**config.mk**
```make
export PLATFORM = sky130hd
export DESIGN_NAME = spq_cell
export DESIGN_NICKNAME = d
export VERILOG_FILES = /design/src/rtl/core/spq_pkg.sv /design/src/rtl/core/spq_cell.sv
export SDC_FILE = /design/constraint.sdc
export NUM_CORES = 1
export LEC_CHECK = 0
export BUFFER_PORTS_ARGS = -buffer_cell sky130_fd_sc_hd__buf_2
export CAP_MARGIN = 40
export CORE_AREA = 2 2 125 66
export DETAILED_ROUTE_END_ITERATION = 16
export DIE_AREA = 0 0 127 68
export GPL_ROUTABILITY_DRIVEN = 0
export PLACE_DENSITY = 0.81
export SLEW_MARGIN = 20
export SYNTH_ARGS = -nofsm -noshare
export SYNTH_HDL_FRONTEND = slang
export SYNTH_SLANG_ARGS = --single-unit
```
**constraint.sdc**
```tcl
create_clock -name clk -period 6.25 [get_ports clk]
set_input_delay 0.9375 -clock clk [delete_from_list [all_inputs] [get_ports clk]]
set_output_delay 0.9375 -clock clk [all_outputs]
set_load 0.03 [all_outputs]
```
**src/rtl/core/spq_pkg.sv**
```systemverilog
// Shared constants and types for the sorted priority queue.
`default_nettype none
package spq_pkg;

  localparam int DEPTH    = 128;
  localparam int TAG_BITS = 16;

  localparam int KEY_W    = 32;
  localparam int TAG_W    = 16;
  localparam int OCC_W    = 8;
  // Stored tag width: the smaller of TAG_BITS and TAG_W, so here all 16 bits of the tag field are kept.
  localparam int STAG_W   = (TAG_BITS < TAG_W) ? TAG_BITS : TAG_W;
  localparam int CNT_W    = $clog2(DEPTH + 1);

  localparam logic OP_INSERT = 1'b0;
  localparam logic OP_POP    = 1'b1;

  // Per-cycle command broadcast to every cell.
  typedef struct packed {
    logic ins;
    logic pop;
  } cell_cmd_t;

endpackage : spq_pkg
`default_nettype wire

```
**src/rtl/core/spq_cell.sv**
```systemverilog
// One slot of the sorted chain: holds a key and tag, shifts up on insert, down on pop.
`default_nettype none
module spq_cell (
  input  wire logic                        clk,
  input  wire spq_pkg::cell_cmd_t          cmd,
  input  wire logic                        occupied,
  input  wire logic [spq_pkg::KEY_W-1:0]   new_key,
  input  wire logic [spq_pkg::STAG_W-1:0]  new_tag,
  input  wire logic                        gt_left,
  input  wire logic [spq_pkg::KEY_W-1:0]   left_key,
  input  wire logic [spq_pkg::STAG_W-1:0]  left_tag,
  input  wire logic [spq_pkg::KEY_W-1:0]   right_key,
  input  wire logic [spq_pkg::STAG_W-1:0]  right_tag,
  output logic                             gt,
  output logic [spq_pkg::KEY_W-1:0]        key_r,
  output logic [spq_pkg::STAG_W-1:0]       tag_r
);

  logic [spq_pkg::KEY_W-1:0]  key_nxt;
  logic [spq_pkg::STAG_W-1:0] tag_nxt;

  // Held entry sorts strictly after the incoming key.
  assign gt = occupied && (key_r > new_key);

  always_comb begin
    key_nxt = key_r;
    tag_nxt = tag_r;
    priority if (cmd.ins) begin
      priority if (gt_left) begin
        key_nxt = left_key;
        tag_nxt = left_tag;
      end else if (gt || !occupied) begin
        key_nxt = new_key;
        tag_nxt = new_tag;
      end else begin
        key_nxt = key_r;
        tag_nxt = tag_r;
      end
    end else if (cmd.pop) begin
      key_nxt = right_key;
      tag_nxt = right_tag;
    end else begin
      key_nxt = key_r;
      tag_nxt = tag_r;
    end
  end

  always_ff @(posedge clk) begin
    key_r <= key_nxt;
    tag_r <= tag_nxt;
  end

endmodule : spq_cell
`default_nettype wire

```
==> out/metrics.cfg, run 1 <==
[placement]
portBuffers=197
placement.setup.worst_slack_ps=2310
placed_cells=610
hpwlAfterDp_mm=7.16

[sta]
slew_headroom_pct=44.0
fin_setup_tns_ps=0
setup_repair_after_global_routing_missed_its_margin=false
period_needed_ps=3790
report.final.slew_viol_count=0
timing.fmax_ghz=0.264
final_hold_viol_count=0
final.hold.worst_slack_ps=966
finalCritPeriodShare_pct=60.6
layout_setup_ws_ps=2460
finalSetupViolations=0
worst_clock_skew_ps=7.16
worst-slew-pin-transition_ps=840

[outcome]
result_of_the_run=finished, final reports clean

[global_routing]
antenna_found_initial=1
grt_first_pass_wirelength_mm=13.2
track_usage_pct=19.8
grt_overflow=0
grt_max_degree=89
first_global_vias=2933

[yosys]
synth_fp_nets=508
cell_area_after_technology_mapping_um2=3260
synth_seq_area_share_pct=44.3
synth.lib_cells_used.distinct=30
synthesized_netlist_cell_count=327
ys.warnings.count=0
syn_avg_cell_area_um2=9.96
synth-seq-cells=48

[detailed_routing]
wl_met1_mm=4.05
route.final.wire_length_mm=8.91
routed-via-count=3092
firstDrtPassIters=4
route.met2.wl_mm=4.07
initialDrtViolationCount=114
topRoutingLayerUsed=met4
wl_per_cell_um=14.4
routed-wl-met3_um=610
post_drt_via_cell_ratio=5.00
antenna_violating_nets_post_route=0
drc=0

[final_layout]
area_growth_syn_to_layout_pct=38.0
final_cell_count_without_fillers=619
utilization_pct=58.7
fillerInstances=670
post_route_cells_drive_above_1_share_pct=40.5
finalNetCount=698

[floorplanning]
x_dimension_of_the_die_um=127
ioPinCount=198
coreArea_um2=7650
die_extent_in_y_um=68
effective_utilization_at_floorplan_pct=42.5
design.die.area_um2=8640
core.rowCount=23

[power_and_ir_drop]
worst_ir_drop_vdd_v=0.000101
leakagePower_nw=2.30
cell_area_power_density_nw_per_um2=224

[clock_tree]
clock_path_buffers=2
path_clk_slew_ps=70
cts_hold_repair.buffers=0
cts_tree=yes
cts_post_setup_buffers_inserted=0
clk_latency_ps=290
h-tree-depth=2
clockRootBuffer=clkbuf_16
tritoncts.num_buffers=5
cts_num_sinks=48
postCtsResizedCells=0

[worst_setup_path]
crit_type=input port to output port
critPathMaxFanout=3
worst_ep_required_time_ps=5310
worst_setup_path_start_kind=input port
timing.critical_path.to_type=output port
timing.critical_path.arrival_ps=2850

[run]
cap_viol_max_count=0

[worst_hold_path]
timing.hold.worst.class=input port to flop

-- layout make-up --
| type | count | area, um^2 | share of cell area, % |
|---|---|---|---|
| sequential | 48 | 1440 | 32.1 |
| clock inverter | 3 | 42.5 | 0.947 |
| inverter | 32 | 120 | 2.67 |
| multi-input combinational | 230 | 1630 | 36.2 |
| tap | 100 | 125 | 2.78 |
| clock buffer | 5 | 125 | 2.78 |
| timing repair buffer | 200 | 1010 | 22.4 |
| antenna | 1 | 2.50 | 0.0557 |
-- layer usage --
metal  vias up  global-route usage, %
met1      1373                   24.4
met3        14                   5.47
met2       130                   34.7
met4         0                   6.46
met5         -                      0
li1       1575                      -
-- registers in the layout, summed over array words and instances, names as in the netlist --
name / flops
key_r: 32
tag_r: 16
-- synth_stat cells --
cell type / instances / area share, %
mux2i_1: 48 / 15
o211ai_1: 2 / 0.46
nand3b_1: 1 / 0.23
buf_4: 1 / 0.23
o21ai_0: 2 / 0.31
nand3_1: 2 / 0.31
a21oi_1: 61 / 9.4
nor4_1: 2 / 0.38
a41o_1: 1 / 0.31
buf_1: 1 / 0.12
nor2_1: 52 / 6.0
a221oi_1: 1 / 0.27
buf_2: 4 / 0.61
o22ai_1: 1 / 0.19
inv_1: 32 / 3.7
nand2_1: 8 / 0.92
clkbuf_1: 11 / 1.3
and4_1: 2 / 0.54
a21o_1: 1 / 0.23
or4_1: 1 / 0.23
o21a_1: 1 / 0.23
edfxtp_1: 48 / 44
o221ai_1: 1 / 0.27
nand4_1: 5 / 0.96
nor2b_1: 1 / 0.19
a211o_1: 1 / 0.27
a21boi_0: 1 / 0.23
a211oi_1: 2 / 0.46
ha_1: 32 / 12
nand4_2: 1 / 0.38
-- cell families (layout without fill, tap and decap cells) --
kind of cell / Yosys count / after routing / synth area share (%)
fa+ha+maj: 32 / 32 / 12.3
mux: 48 / 48 / 14.8
compound gates: 75 / 75 / 12.6
other cells: 0 / 1 / 0
simple gates: 75 / 75 / 10.1
flops: 48 / 48 / 44.3
buf+inv: 49 / 240 / 5.92
-- worst max-delay path: stages --
cell	delay, ps
buf_2	110
inv_1	50
ha_1	310
nand4_1	110
nor4_1	510
a21boi_0	230
a211o_1	170
a21oi_1	70
nor2_1	140
buf_2	210
-- where the power goes --
group	leakage (nW)	internal [mW]	switching (mW)	total, mW
Combinational	1.75	0.113	0.179	0.292
Sequential	0.475	0.396	0.0144	0.410
Clock	0.0798	0.188	0.116	0.303
-- path summary, 6_finish.rpt --
check | from | end | slack, ps | depth (start not counted)
hold reg to reg | key_r[2] | tag_r[13] | 1410 | 5
setup / recovery | new_key[14] | gt | 2460 | 10
setup reg to reg | key_r[15] | key_r[6] | 3020 | 8
hold / removal | right_key[27] | key_r[27] | 970 | 3
-- cell usage in the layout, fill, tap and decap left out --
cell / netlist / routed
and4_1: 2 / 2
a221oi_1: 1 / 1
edfxtp_1: 48 / 48
nor2_1: 52 / 51
clkbuf_16: 0 / 5
nand3b_1: 1 / 1
o211ai_1: 2 / 2
a21boi_0: 1 / 1
a211o_1: 1 / 1
diode_2: 0 / 1
o22ai_1: 1 / 1
a21oi_1: 61 / 61
nor2b_1: 1 / 1
nand2_1: 8 / 8
inv_1: 32 / 32
clkinvlp_4: 0 / 1
bufinv_16: 0 / 1
nand4_2: 1 / 1
nor2_4: 0 / 1
nand4_1: 5 / 5
buf_4: 1 / 3
ha_1: 32 / 32
a211oi_1: 2 / 2
a21o_1: 1 / 1
nand3_1: 2 / 2
nor4_1: 2 / 2
o21a_1: 1 / 1
clkinv_2: 0 / 1
mux2i_1: 48 / 48
o221ai_1: 1 / 1
o21ai_0: 2 / 2
or4_1: 1 / 1
buf_2: 4 / 197
a41o_1: 1 / 1
-- metrics by stage --
stage,power [mW],instance area [um^2]
2_1_floorplan,0.598,3260
3_3_place_gp,0.701,4320
3_5_place_dp,0.711,4320
4_1_cts,1.02,4490
5_1_grt,1.06,4490
6_report,1.01,4490
Note: power is estimated with default switching activity, not from simulation.
==> run 2: changes to the inputs <==
- ABC_AREA: not set -> 1
- CORE_AREA: 2 2 125 66 -> 2 2 129 68
- DIE_AREA: 0 0 127 68 -> 0 0 131 70
- PLACE_DENSITY: 0.81 -> 0.8
- clock period: 6.25 -> 3.7 ns (I/O delays scaled with it)
==> run 2 against run 1 <==
Final cell count is 16% higher; power grew 74%; critical path type is now flop to output port; highest routed layer unchanged; routed wire length increased by 11%; critical path depth did not move; clock skew fell by 2.4 ps; largest power group unchanged; combinational power grew 84%; sequential power rose by 71%; via count up 14%; worst hold slack lost 420 ps; non-clock buffer count is 3 higher.
==> out/metrics.cfg, run 2 <==
[sta]
timing.fmax_ghz=0.385
slew_headroom_pct=70.1  ; +26 points
finalSetupViolations=0  ; unchanged
finalCritPeriodShare_pct=70.3
layout_setup_ws_ps=1100  ; -1360 ps
setup_repair_after_global_routing_missed_its_margin=false
fin_setup_tns_ps=0  ; unchanged
worst-slew-pin-transition_ps=448  ; -391 ps
final_hold_viol_count=0  ; unchanged
final.hold.worst_slack_ps=544  ; -422 ps
report.final.slew_viol_count=0  ; unchanged
period_needed_ps=2600
worst_clock_skew_ps=4.73  ; -2.42 ps

[final_layout]
largest_registers_ranked_by_flip_flop_count=key_r (32), tag_r (16)
area_growth_syn_to_layout_pct=35.4
antenna_cells=0  ; -1
final_cell_count_without_fillers=716  ; +16%
regMostFlops=key_r
finalNetCount=779  ; +12%
commonest_non_fill_non_tap_cell_in_the_layout=buf_2
post_route_cells_drive_above_1_share_pct=42.7  ; +2.2 points
top_library_cells_by_usage_in_the_layout_fill_and_taps_aside=197 x buf_2, 84 x nand2_1, 78 x o21ai_0, 48 x edfxtp_1, 40 x inv_1
utilization_pct=57.9  ; -0.77 points
largest_reg_flops=32  ; unchanged
design_area_um2=4780  ; +6.5%

[yosys]
synth_top_area_share_pct=40.8  ; -3.5 points
post_synth_edffs=48  ; unchanged
synth_fp_nets=589  ; +16%
syn_avg_cell_area_um2=8.66  ; -13%
share_of_synthesized_registers_carrying_an_async_set_or_reset_pct=0  ; unchanged
synthesized_netlist_cell_count=408  ; +25%
synth_seq_area_share_pct=40.8  ; -3.5 points
synth-seq-cells=48  ; unchanged
synth.lib_cells_used.distinct=23  ; -23%
synth_top_flop_cell=edfxtp_1
synthDominantAreaCellType=edfxtp_1
synth.most_common_cell=nand2_1
cell_area_after_technology_mapping_um2=3530  ; +8.6%
synth_top_cells_by_count=84 x nand2_1, 78 x o21ai_0, 48 x edfxtp_1
netlist_top_cells_area=edfxtp_1 41%, ha_1 11%, o21ai_0 11%, nand2_1 8.9%, nor2_4 6.4%
ys.warnings.count=0  ; unchanged

[global_routing]
antenna_found_initial=0  ; -1
first_global_vias=3445  ; +17%
grt_first_pass_wirelength_mm=15.7  ; +19%
track_usage_pct=21.8  ; +1.9 points
grt_max_degree=50  ; -44%
grt_overflow=0  ; unchanged

[worst_setup_path]
crit_type=flop to output port
worst_ep_required_time_ps=3140  ; -2170 ps
worst_setup_path_start_kind=flop
critPathMaxFanout=3  ; unchanged
timing.critical_path.arrival_ps=2040  ; -810 ps
timing.critical_path.to_type=output port
reg2reg_slack_ps=1420  ; -1600 ps

[clock_tree]
cts_num_sinks=48  ; unchanged
clk_latency_ps=280  ; about the same
clock_path_buffers=2  ; unchanged
tritoncts.num_buffers=5  ; unchanged
h-tree-depth=2  ; unchanged
cts_tree=yes
postCtsResizedCells=0  ; unchanged
path_clk_slew_ps=70  ; about the same
cts_hold_repair.buffers=0  ; unchanged
cts_post_setup_buffers_inserted=0  ; unchanged
clockRootBuffer=clkbuf_16

[placement]
placedInstanceArea_um2=4570  ; +5.7%
hpwlAfterDp_mm=7.81  ; +9.1%
placement.setup.worst_slack_ps=1070  ; -1250 ps
portBuffers=197  ; unchanged
placed_cells=706  ; +16%

[power_and_ir_drop]
fin_total_pwr_mw=1.75  ; +74%
leakagePower_nw=2.37  ; +2.9%
cell_area_power_density_nw_per_um2=366  ; +64%
worst_ir_drop_vdd_v=0.000273  ; +170%

[detailed_routing]
route.final.wire_length_mm=9.91  ; +11%
drc=0  ; unchanged
routed-via-count=3537  ; +14%
post_drt_via_cell_ratio=4.94  ; -1.1%
antenna_violating_nets_post_route=0  ; unchanged
initialDrtViolationCount=114  ; unchanged
firstDrtPassIters=5  ; +1
wl_per_cell_um=13.8  ; -3.8%

[floorplanning]
die_extent_in_y_um=70  ; +2.9%
core.rowCount=24  ; +4.3%
effective_utilization_at_floorplan_pct=42.8  ; +0.27 points
coreArea_um2=8260  ; +7.9%
ioPinCount=198  ; unchanged
x_dimension_of_the_die_um=131  ; +3.1%
design.die.area_um2=9170  ; +6.2%

[run]
cap_viol_max_count=0  ; unchanged

[outcome]
result_of_the_run=finished, final reports clean

[worst_hold_path]
timing.hold.worst.class=input port to flop

run 2: changes by cell type after synthesis, moves of 3 or more:
cell     change
nand2_1     +76
o21ai_0     +76
a21oi_1     -48
mux2i_1     -48
nor2_4      +20
o21ai_2     +20
nor2_1      -13
inv_1        +8
buf_6        +3
run 2: critical path, cell delays in order, from the launching register on:
cell and delay [ps]:
edfxtp_1 410, ha_1 320, nand2_1 100, nor3_2 270, nand2_1 90, nand2_1 60, nand2_1 50, nand2_1 50
nand2_1 90, nor2_1 120, buf_2 210
run 2: power by group:
| part | total (mW) | internal [mW] | switching, mW |
|---|---|---|---|
| Sequential | 0.702 | 0.673 | 0.0289 |
| Clock | 0.513 | 0.318 | 0.195 |
| Combinational | 0.538 | 0.195 | 0.343 |
run 2: layer usage:
layer | track usage (%) | up-vias | part of all wire (%)
li1 | - | 1751 | -
met1 | 28.2 | 1644 | 44
met2 | 38.2 | 140 | 48
met3 | 4.67 | 2 | 7.3
met4 | 3.07 | 0 | 0.36
met5 | 0 | - | 0
run 2: layout make-up:
class / count / area [um^2]
clock buffer: 5 / 125
tap: 117 / 146
fill: 782 / 3470
inverter: 42 / 160
multi-input combinational: 298 / 1810
timing repair buffer: 203 / 1060
sequential: 48 / 1440
clock inverter: 3 / 42.5
run 2: worst paths after layout:
| check | from | to | cells past startpoint |
|---|---|---|---|
| worst min register to register | key_r[1] | key_r[30] | 7 |
| worst min-delay path | right_tag[11] | tag_r[11] | 3 |
| worst max register to register | key_r[15] | tag_r[5] | 10 |
| worst max-delay path | key_r[15] | gt | 10 |
run 2: kinds of logic after synthesis:
| group | Yosys count | synth area share (%) |
|---|---|---|
| AND/OR/NAND/NOR | 152 | 21.0 |
| AO/OA/AOI/OAI | 114 | 18.5 |
| adder cells (fa/ha/maj) | 32 | 11.3 |
| flip-flops | 48 | 40.8 |
| buffers and inverters | 62 | 8.35 |
==> run 3: changes to the inputs <==
- CORE_AREA: 2 2 129 68 -> 2 2 135 71
- DIE_AREA: 0 0 131 70 -> 0 0 137 73
- PLACE_DENSITY: 0.8 -> 0.77
- clock period: 3.7 -> 2.2 ns (I/O delays scaled with it)
==> run 3 against run 2 <==
Via count fell by 1.0%; non-clock buffer count rose by 16; worst hold slack got worse by 210 ps; critical endpoint unchanged; register-to-register slack got worse by 1500 ps; routed wire length rose by 4.7%; core utilization fell by 1.9 points; clock skew fell by 0.81 ps; the flow now finishes with violations (negative setup slack); setup slack got worse by 1200 ps; highest routed layer unchanged; critical path depth did not move; cell area rose by 5.5%; clock-buffer cell count did not move.
==> out/metrics.cfg, run 3 (same netlist as run 2, synthesis figures left out) <==
[outcome]
result_of_the_run=finished, violations left
violations_in_the_final_reports=negative setup slack

[floorplanning]
coreArea_um2=9010  ; +9.1%
ioPinCount=198  ; unchanged
core.rowCount=25  ; +4.2%
die_extent_in_y_um=73  ; +4.3%
x_dimension_of_the_die_um=137  ; +4.6%
effective_utilization_at_floorplan_pct=39.2  ; -3.6 points
design.die.area_um2=10000  ; +9.1%

[clock_tree]
clockRootBuffer=clkbuf_16
h-tree-depth=2  ; unchanged
path_clk_slew_ps=60  ; about the same
cts_tree=yes
clock_path_buffers=2  ; unchanged
cts_num_sinks=48  ; unchanged
tritoncts.num_buffers=5  ; unchanged
clk_latency_ps=280  ; about the same

[final_layout]
largest_registers_ranked_by_flip_flop_count=key_r (32), tag_r (16)
finalNetCount=795  ; +2.1%
largest_reg_flops=32  ; unchanged
commonest_non_fill_non_tap_cell_in_the_layout=buf_2
post_route_cells_drive_above_1_share_pct=45.7  ; +3.0 points
fillerInstances=827  ; +5.8%
top_library_cells_by_usage_in_the_layout_fill_and_taps_aside=196 x buf_2, 81 x nand2_1, 78 x o21ai_0, 48 x edfxtp_1, 40 x inv_1
area_growth_syn_to_layout_pct=42.8
regMostFlops=key_r
design_area_um2=5050  ; +5.5%
antenna_cells=0  ; unchanged

[power_and_ir_drop]
fin_total_pwr_mw=2.90  ; +65%
cell_area_power_density_nw_per_um2=574  ; +57%
worst_ir_drop_vdd_v=0.000280  ; +2.8%
leakagePower_nw=2.49  ; +5.1%

[global_routing]
first_global_vias=3389  ; -1.6%
track_usage_pct=20.2  ; -1.6 points
antenna_found_initial=0  ; unchanged
grt_overflow=0  ; unchanged
grt_max_degree=45  ; -10%
grt_first_pass_wirelength_mm=15.7  ; -0.35%

[detailed_routing]
drc=0  ; unchanged
firstDrtPassIters=4  ; -1
antenna_violating_nets_post_route=0  ; unchanged
post_drt_via_cell_ratio=4.76  ; -3.7%
routed-via-count=3501  ; -1.0%
wl_per_cell_um=14.1  ; +1.9%
initialDrtViolationCount=151  ; +32%
route.final.wire_length_mm=10.4  ; +4.7%

[worst_setup_path]
crit_type=flop to output port
critPathMaxFanout=3  ; unchanged
worst_ep_required_time_ps=1870  ; -1270 ps
worst_setup_path_start_kind=flop
timing.critical_path.arrival_ps=1960  ; -80 ps
timing.critical_path.to_type=output port
worstRegToRegCells=12  ; +2

[sta]
timing.fmax_ghz=0.437
worst_clock_skew_ps=3.92  ; -0.813 ps
final.hold.worst_slack_ps=334  ; -211 ps
finalCritPeriodShare_pct=104
period_needed_ps=2290
finalSetupViolations=49  ; +49
setup_repair_after_global_routing_missed_its_margin=true
worst-slew-pin-transition_ps=393  ; -55.3 ps
report.final.slew_viol_count=0  ; unchanged
final_hold_viol_count=0  ; unchanged
layout_setup_ws_ps=-87.1  ; -1190 ps
slew_headroom_pct=73.6  ; +3.5 points

[placement]
portBuffers=197  ; unchanged
hpwlAfterDp_mm=8.25  ; +5.6%
placedInstanceArea_um2=4660  ; +2.0%

[worst_hold_path]
worstHoldPathCells=3  ; unchanged
timing.hold.worst.class=input port to flop

[run]
cap_viol_max_count=0  ; unchanged

run 3: layout make-up:
type                    count  area (um^2)  share of cell area [%]
clock buffers               5          125                    2.48
clock inverters             3         13.8                   0.273
inverters                  42          160                    3.17
multi-input cells         298         1870                    37.0
flip-flops and latches     48         1440                    28.6
well taps                 121          151                    3.00
repair buffers            219         1290                    25.6
run 3: routing by layer:
layer | vias to the layer above | GRT usage (%) | part of all wire, %
met5 | - | 0 | 0
met4 | 0 | 3.67 | 0.79
met3 | 11 | 3.89 | 7.1
met2 | 124 | 34.6 | 46
met1 | 1572 | 27.0 | 46
li1 | 1794 | - | -
run 3: repair_timing:
action	in CTS	in global routing
setup buffers	3	4
hold endpoints to repair	0	0
pin swaps	8	6
hold buffers	0	0
gates resized for setup	3	13
gates cloned	0	5
endpoints found under the setup margin	1	49
run 3: where the power goes:
group	total, mW	switching (mW)	internal, mW	leakage [nW]
clock network	0.701	0.289	0.412	0.0710
registers	1.19	0.0524	1.13	0.490
logic	1.01	0.607	0.404	1.93
run 3: worst paths after layout:
check	slack (ps)	from	end
hold reg to reg	1430	key_r[2]	key_r[22]
setup / recovery	-90	key_r[15]	gt
setup reg to reg	-80	key_r[21]	key_r[4]
hold / removal	330	right_tag[8]	tag_r[8]
run 3: critical path, stage by stage (launching register included):
cell	delay, ps
edfxtp_1	420
ha_1	310
nand2_1	150
o21ai_0	120
a21oi_1	230
nand2_1	80
nand2_1	60
nand2_1	50
nand2_2	90
nor2_2	50
buf_6	130
run 3: per-stage QoR:
stage / util (%) / instances / TNS, ps / setup slack, ps
after global placement: 51.7 / 716 / -520 / -17.5
final: 56.0 / 736 / -3080 / -87.1
after floorplan: - / 408 / -22630 / -471
after detailed placement: 51.7 / 716 / -679 / -22.4
after global routing: 56.0 / 736 / -10150 / -242
after CTS: 53.7 / 727 / -2510 / -94.9
